`src/sv/psrg_pkg.sv`:
```
// ----------------------------------------------------------------------------
// psrg_pkg: shared types and constants for the per-source reorder gate
// Table sizes, command and status codes, and the controller/datapath link.
// ----------------------------------------------------------------------------
package psrg_pkg;

  localparam int PEER_SLOTS  = 16;
  localparam int HOLD_SLOTS  = 8;
  localparam int MAX_RESULTS = 8;

  localparam int PW    = (PEER_SLOTS > 1) ? $clog2(PEER_SLOTS) : 1;
  localparam int HW    = $clog2(HOLD_SLOTS);
  localparam int KW    = $clog2(MAX_RESULTS + 1);
  localparam int CNT_W = $clog2(HOLD_SLOTS + 1);

  localparam logic [3:0]  CAP_RESET = 4'd4;
  localparam logic [31:0] SEQ_MAX   = 32'hFFFF_FFFF;
  localparam logic [31:0] SEQ_FIRST = 32'd1;

  localparam logic [1:0] CMD_INGEST  = 2'd0;
  localparam logic [1:0] CMD_RELEASE = 2'd1;
  localparam logic [1:0] CMD_ADVANCE = 2'd2;
  localparam logic [1:0] CMD_SWEEP   = 2'd3;

  localparam logic [1:0] ST_DELIVER = 2'd0;
  localparam logic [1:0] ST_NONE    = 2'd1;
  localparam logic [1:0] ST_FULL    = 2'd2;
  localparam logic [1:0] ST_EXPIRED = 2'd3;

  typedef struct packed {
    logic [1:0]  command;
    logic [15:0] src_node;
    logic [31:0] seq_num;
    logic        is_control;
    logic [31:0] payload_handle;
    logic [63:0] expiry_time;
    logic [63:0] now_time;
  } in_item_t;

  typedef struct packed {
    logic [1:0]  status;
    logic [15:0] source;
    logic [31:0] seq;
    logic [31:0] payload;
    logic [63:0] expiry;
  } res_item_t;

  typedef enum logic [3:0] {
    OP_NONE,
    OP_LOAD,
    OP_PASS,
    OP_LOOK,
    OP_SCAN,
    OP_CLAIM,
    OP_DECIDE,
    OP_RELEASE,
    OP_ADVANCE,
    OP_SW_CHK,
    OP_SW_ACT
  } dp_op_t;

  typedef struct packed {
    dp_op_t op;
    logic   push;
    logic   last;
  } ctrl_cmd_t;

  typedef struct packed {
    logic [1:0] command;
    logic       pass;
    logic       need_scan;
    logic       scan_last;
    logic       sw_last;
    logic       sw_need_push;
    logic       out_free;
  } dp_stat_t;

  function automatic logic [31:0] seq_inc(input logic [31:0] s);
    seq_inc = (s == SEQ_MAX) ? SEQ_FIRST : s + 32'd1;
  endfunction

endpackage

```
`src/sv/psrg_ctrl.sv`:
```
// ----------------------------------------------------------------------------
// psrg_ctrl: sequencing state machine
// Steps each command through the states it needs: lookup, victim scan, update, hold sweep and result push.
// ----------------------------------------------------------------------------
module psrg_ctrl (
  input  logic                 clk,
  input  logic                 rst_n,
  input  logic                 in_valid,
  output logic                 in_ready,
  input  psrg_pkg::dp_stat_t   stat,
  output psrg_pkg::ctrl_cmd_t  cmd
);

  typedef enum logic [3:0] {
    S_IDLE, S_DISP, S_LOOK, S_SCAN, S_CLAIM, S_DECIDE,
    S_REL, S_ADV, S_SWCHK, S_SWACT, S_EMIT
  } state_t;

  state_t state_r, state_nxt;
  logic   ready_r;

  assign in_ready = ready_r;

  always_comb begin
    state_nxt = state_r;
    cmd       = '{op: psrg_pkg::OP_NONE, push: 1'b0, last: 1'b0};
    unique case (state_r)
      S_IDLE: begin
        if (in_valid) begin
          cmd.op    = psrg_pkg::OP_LOAD;
          state_nxt = S_DISP;
        end
      end
      S_DISP: begin
        if (stat.command == psrg_pkg::CMD_SWEEP) begin
          state_nxt = S_SWCHK;
        end else if (stat.pass) begin
          cmd.op    = psrg_pkg::OP_PASS;
          state_nxt = S_EMIT;
        end else begin
          state_nxt = S_LOOK;
        end
      end
      S_LOOK: begin
        cmd.op = psrg_pkg::OP_LOOK;
        unique case (stat.command)
          psrg_pkg::CMD_RELEASE: state_nxt = S_REL;
          psrg_pkg::CMD_ADVANCE: state_nxt = S_ADV;
          default:               state_nxt = S_SCAN;
        endcase
      end
      S_SCAN: begin
        if (stat.need_scan) begin
          cmd.op = psrg_pkg::OP_SCAN;
          if (stat.scan_last) state_nxt = S_CLAIM;
        end else begin
          state_nxt = S_CLAIM;
        end
      end
      S_CLAIM: begin
        cmd.op    = psrg_pkg::OP_CLAIM;
        state_nxt = S_DECIDE;
      end
      S_DECIDE: begin
        cmd.op    = psrg_pkg::OP_DECIDE;
        state_nxt = S_EMIT;
      end
      S_REL: begin
        cmd.op    = psrg_pkg::OP_RELEASE;
        state_nxt = S_EMIT;
      end
      S_ADV: begin
        cmd.op    = psrg_pkg::OP_ADVANCE;
        state_nxt = S_EMIT;
      end
      S_SWCHK: begin
        cmd.op    = psrg_pkg::OP_SW_CHK;
        state_nxt = S_SWACT;
      end
      S_SWACT: begin
        // an earlier expired result still sits in the result reg: push it first
        if (!stat.sw_need_push || stat.out_free) begin
          cmd.op    = psrg_pkg::OP_SW_ACT;
          cmd.push  = stat.sw_need_push;
          state_nxt = stat.sw_last ? S_EMIT : S_SWCHK;
        end
      end
      S_EMIT: begin
        if (stat.out_free) begin
          cmd.push  = 1'b1;
          cmd.last  = 1'b1;
          state_nxt = S_IDLE;
        end
      end
      default: state_nxt = S_IDLE;
    endcase
  end

  always_ff @(posedge clk) begin
    if (!rst_n) begin
      state_r <= S_IDLE;
      ready_r <= 1'b1;
    end else begin
      state_r <= state_nxt;
      ready_r <= (state_nxt == S_IDLE);
    end
  end

endmodule

```
`config.mk`:
```
export PLATFORM = sky130hd
export DESIGN_NAME = psrg_ctrl
export DESIGN_NICKNAME = d
export VERILOG_FILES = /design/src/sv/psrg_pkg.sv /design/src/sv/psrg_ctrl.sv
export SDC_FILE = /design/constraint.sdc
export NUM_CORES = 1
export LEC_CHECK = 0
export ABC_AREA = 1
export BUFFER_PORTS_ARGS = -buffer_cell sky130_fd_sc_hd__buf_2
export CORE_AREA = 2 2 39 41
export CTS_BUF_LIST = sky130_fd_sc_hd__clkbuf_4
export DETAILED_ROUTE_END_ITERATION = 8
export DIE_AREA = 0 0 41 43
export PLACE_DENSITY = 0.7
export SLEW_MARGIN = 20
export SYNTH_ARGS = -nofsm -noshare
export SYNTH_HDL_FRONTEND = slang
export SYNTH_SLANG_ARGS = --single-unit
```
`constraint.sdc`:
```
create_clock -name clk -period 1.15 [get_ports clk]
set_clock_uncertainty 0.05 [all_clocks]
set_input_delay 0.23 -clock clk [delete_from_list [all_inputs] [get_ports clk]]
set_output_delay 0.23 -clock clk [all_outputs]
set_load 0.05 [all_outputs]
```
==> metrics list <==
- Setup violations remaining at the end of the flow were counted as 10.
* Detailed Route Iter0 Violations: 6
- In the final design database the tool counted about 140 nets.
- Placed cells: around 140
- Number of standard cells in the final layout excluding fillers: 144
* Status: finished, violations left
- The Yosys step of the flow raised 0 warnings.
* Detail-routed via count per cell: around 4.8
- Number of distinct library cell variants in the gate-level netlist after synthesis: 15
- Clock-pin transition on the worst setup and hold timing paths: 40 ps
- The detail route stage leaves a number of antenna-violating nets equal to 0.
* Hold Slack: about 150 ps
- Capture point of the worst path: cmd[5]
- Type of the worst setup path: flip-flop to output pin
- Counting the fill cells in the layout gives 129.
- Before CTS, the worst setup slack after placement is -334 ps.
- Combined area of all synthesized cells: about 460 µm²
- Std cell rows: 14
- Along the worst path, the maximum fanout reaches 3.
- Setup repair after global routing could not meet its margin everywhere.
- Critical Path End Type: output pin
* Largest net degree at the start of global routing: 6
* Overall via count from detail_route: ~690
- The routed design has 1450 µm of wire.
- Die height: about 43 µm
- Reg-to-reg slack, setup: -330 ps
- CTS saw 5 sinks.
- 0 antenna diodes ended up in the layout.
* Post-synthesis xor/xnor area fraction: 0
- Max-slew violation count: 0
* Sequential area share after synthesis: 0.217
- For the final routed database, the setup TNS stands at -3030 ps.
- Area added between synthesis and finish: 104%
* Max Clk Rate: 0.650 GHz
- Gpl congestion: between 0.8 and 0.9
* Number of remaining DRC errors: 0
- Of the total synthesized cell area, the portion taken by full adders, half adders and majority gates is 0.0543.
* Average wire per standard cell: around 10 µm
- STA puts the critical path data required time at 870 ps.
- Wire length of the first global-routing pass: 2300 µm
* Clk_lat worst skew: around 230 ps
- Number of top-level pins: 18
- Across all setup checks in the final design, the least slack found is -389 ps.
- The final number of hold-violating endpoints came to 0.
- Type of the worst min-delay path: input pin to flip-flop
* Number of detailed-routing iterations run before antenna repair: 4
- CTS built an H-tree with a depth of 1.
- Root buffer cell: clkbuf_4
* Share of final-layout standard cells stronger than drive strength 1: 0.617
- Chip Width: between 40 and 50 µm
- The worst register-to-register path ends at in_ready$_SDFF_PN1_.
* Starting density of the core: 0.333
* Register bit total from synthesis: 5
* Antenna violations before repair: 0
* Signal arrival time at the worst endpoint: 1260 ps
- Power per standard cell area: between 2000 and 2500 nW/µm²
- Maximum clock path buffer count: 2
- Worst r2r src: state_r[1]$_SDFF_PN0_
- Max-cap viol count: 0
- Global-route congestion overflow total: 0
- After floorplanning, the core was sized to cover ~1400 µm².
- For the pin with the worst max-slew slack, the measured transition is 249 ps.
* Overall die area: approximately 1800 µm²
- Peak VDD IR: between 1000 and 1500 µV
- TritonCTS built the clock tree.
* Multi-input logic area: approximately 420 µm²
* Largest family of logic cells by synthesized area: simple AND/OR/NAND/NOR gates
- Counting every instance in the synthesized netlist gives 85.
- Simple-gate share of the synthesized area: 0.516
* Net count of the mapped netlist: 98
* Max-Slew Margin vs Limit: 0.835
- Average cell area after synthesis: about 5.4 µm²
* Tot GR Track Use: 0.188
- Port buffering added 17 buffers.
- Summed over all cells, the static leakage comes to 0.528 nW.
* Crit path launch type: flip-flop
- The routed design could run at a clock period as short as 1540 ps.
- Clock buffers created by TritonCTS: 3
* Portion of the clock cycle consumed by the worst path in the final layout: 1.34
* Complex-gate fraction of the synthesized area: 0.0652
- In this run the worst setup path begins at state_r[2]$_SDFF_PN0_.
- The checks that failed: setup timing.
- The via count of the first global-routing pass came to 620.
- Registers take between 100 and 150 µm².
* Estimated wirelength of the detail-placed design: roughly 1100 µm
- Portion of netlist area occupied by mux cells: 0
- Counting cells, the worst reg-to-reg path comes to 10.
- Hold buffer count at CTS: 0
## sequential cells by signal, indices dropped and copies added (netlist names)
name      cells
in_ready      1
state_r       4
## kinds of logic after synthesis
family | count (synthesis)
simple gates | 56
compound gates | 4
fa+ha+maj | 2
flops | 5
buf+inv | 18
## area by class of cell
cell class                 count  share of cell area
multi-input combinational     62               0.447
timing repair buffer          39               0.307
sequential                     5               0.120
inverter                      18              0.0721
clock buffer                   4              0.0320
tap                           16              0.0214
## worst max-delay path: stages, from the launching register on
cell      delay [ps]
dfxtp_2          330
inv_2             60
nand2_2           70
nor2_4           140
nand2_2          100
o211ai_1         100
buf_4            230
## how the worst min path moves through the flow
stage | from | end | slack [ps] | cells past startpoint
2_1_floorplan | rst_n | in_ready$_SDFF_PN1_ | 250 | 1
3_3_place_gp | rst_n | in_ready$_SDFF_PN1_ | 390 | 2
3_5_place_dp | rst_n | in_ready$_SDFF_PN1_ | 400 | 2
4_1_cts | rst_n | in_ready$_SDFF_PN1_ | 150 | 2
5_1_grt | rst_n | in_ready$_SDFF_PN1_ | 150 | 2
6_report | rst_n | in_ready$_SDFF_PN1_ | 150 | 2
## per-layer routing
metal  vias up  global-route usage  routed length, µm
met1       321               0.214                579
met5         -                   0                  0
li1        353                   -                  -
met2        12               0.325                825
met3         0              0.0157                 44
met4         0              0.0933                  0
## where the power goes
group	leakage, nW	total (W)	internal [W]	switching [W]
clock network	0.0184	0.000220	0.000154	0.0000653
logic	0.465	0.00160	0.000670	0.000930
registers	0.0437	0.000330	0.000259	0.0000706
total	0.528	0.00215	0.00108	0.00107
## Yosys cell counts
cell type	count	area [µm²]
inv_1	17	63.8
nor2_1	15	56.3
dfxtp_1	5	100
o2111ai_1	1	8.76
nand3_1	11	55.1
nand2_2	1	6.26
nand2_1	24	90.1
a31o_2	1	8.76
nand3b_1	1	7.51
nor3_1	2	10.0
ha_1	2	25.0
o21ai_0	1	5.00
inv_2	1	3.75
o211ai_1	1	7.51
nor2_2	2	12.5
## stage by stage
stage / total power [W] / utilization / cell area [µm²]
floorplan: 0.00112 / - / 517
global placement: 0.00155 / 0.552 / 764
detailed placement: 0.00157 / 0.552 / 764
CTS: 0.00203 / 0.647 / 896
global route: 0.00229 / 0.677 / 937
finish: 0.00215 / 0.677 / 937
## cell usage in the layout, fill, tap and decap left out
| cell | synthesis | layout |
|---|---|---|
| inv_1 | 17 | 12 |
| ha_1 | 2 | 2 |
| dfxtp_2 | 0 | 1 |
| nor2_4 | 0 | 4 |
| nor3_1 | 2 | 1 |
| nand2_2 | 1 | 8 |
| o2111ai_4 | 0 | 1 |
| buf_6 | 0 | 4 |
| a31o_4 | 0 | 1 |
| dfxtp_1 | 5 | 1 |
| o21ai_2 | 0 | 1 |
| nand3b_1 | 1 | 1 |
| buf_4 | 0 | 23 |
| nand2_1 | 24 | 15 |
| nor2_2 | 2 | 5 |
| nor3_4 | 0 | 1 |
| nor2_1 | 15 | 8 |
| clkbuf_4 | 0 | 4 |
| inv_2 | 1 | 6 |
| buf_8 | 0 | 1 |
| nand2_4 | 0 | 2 |
| o211ai_1 | 1 | 1 |
| dfxtp_4 | 0 | 3 |
| nand3_2 | 0 | 3 |
| buf_2 | 0 | 11 |
| nand3_1 | 11 | 8 |
## timing repair
action / 4_1_cts / 5_1_grt
hold endpoints to repair: 0 / 0
gates resized for setup: 30 / 10
cloned: 0 / 0
buffers inserted: 1 / 3
endpoints found under the setup margin: 11 / 11
pin swaps: 2 / 7
No activity file was read; power rests on OpenSTA's default activity.
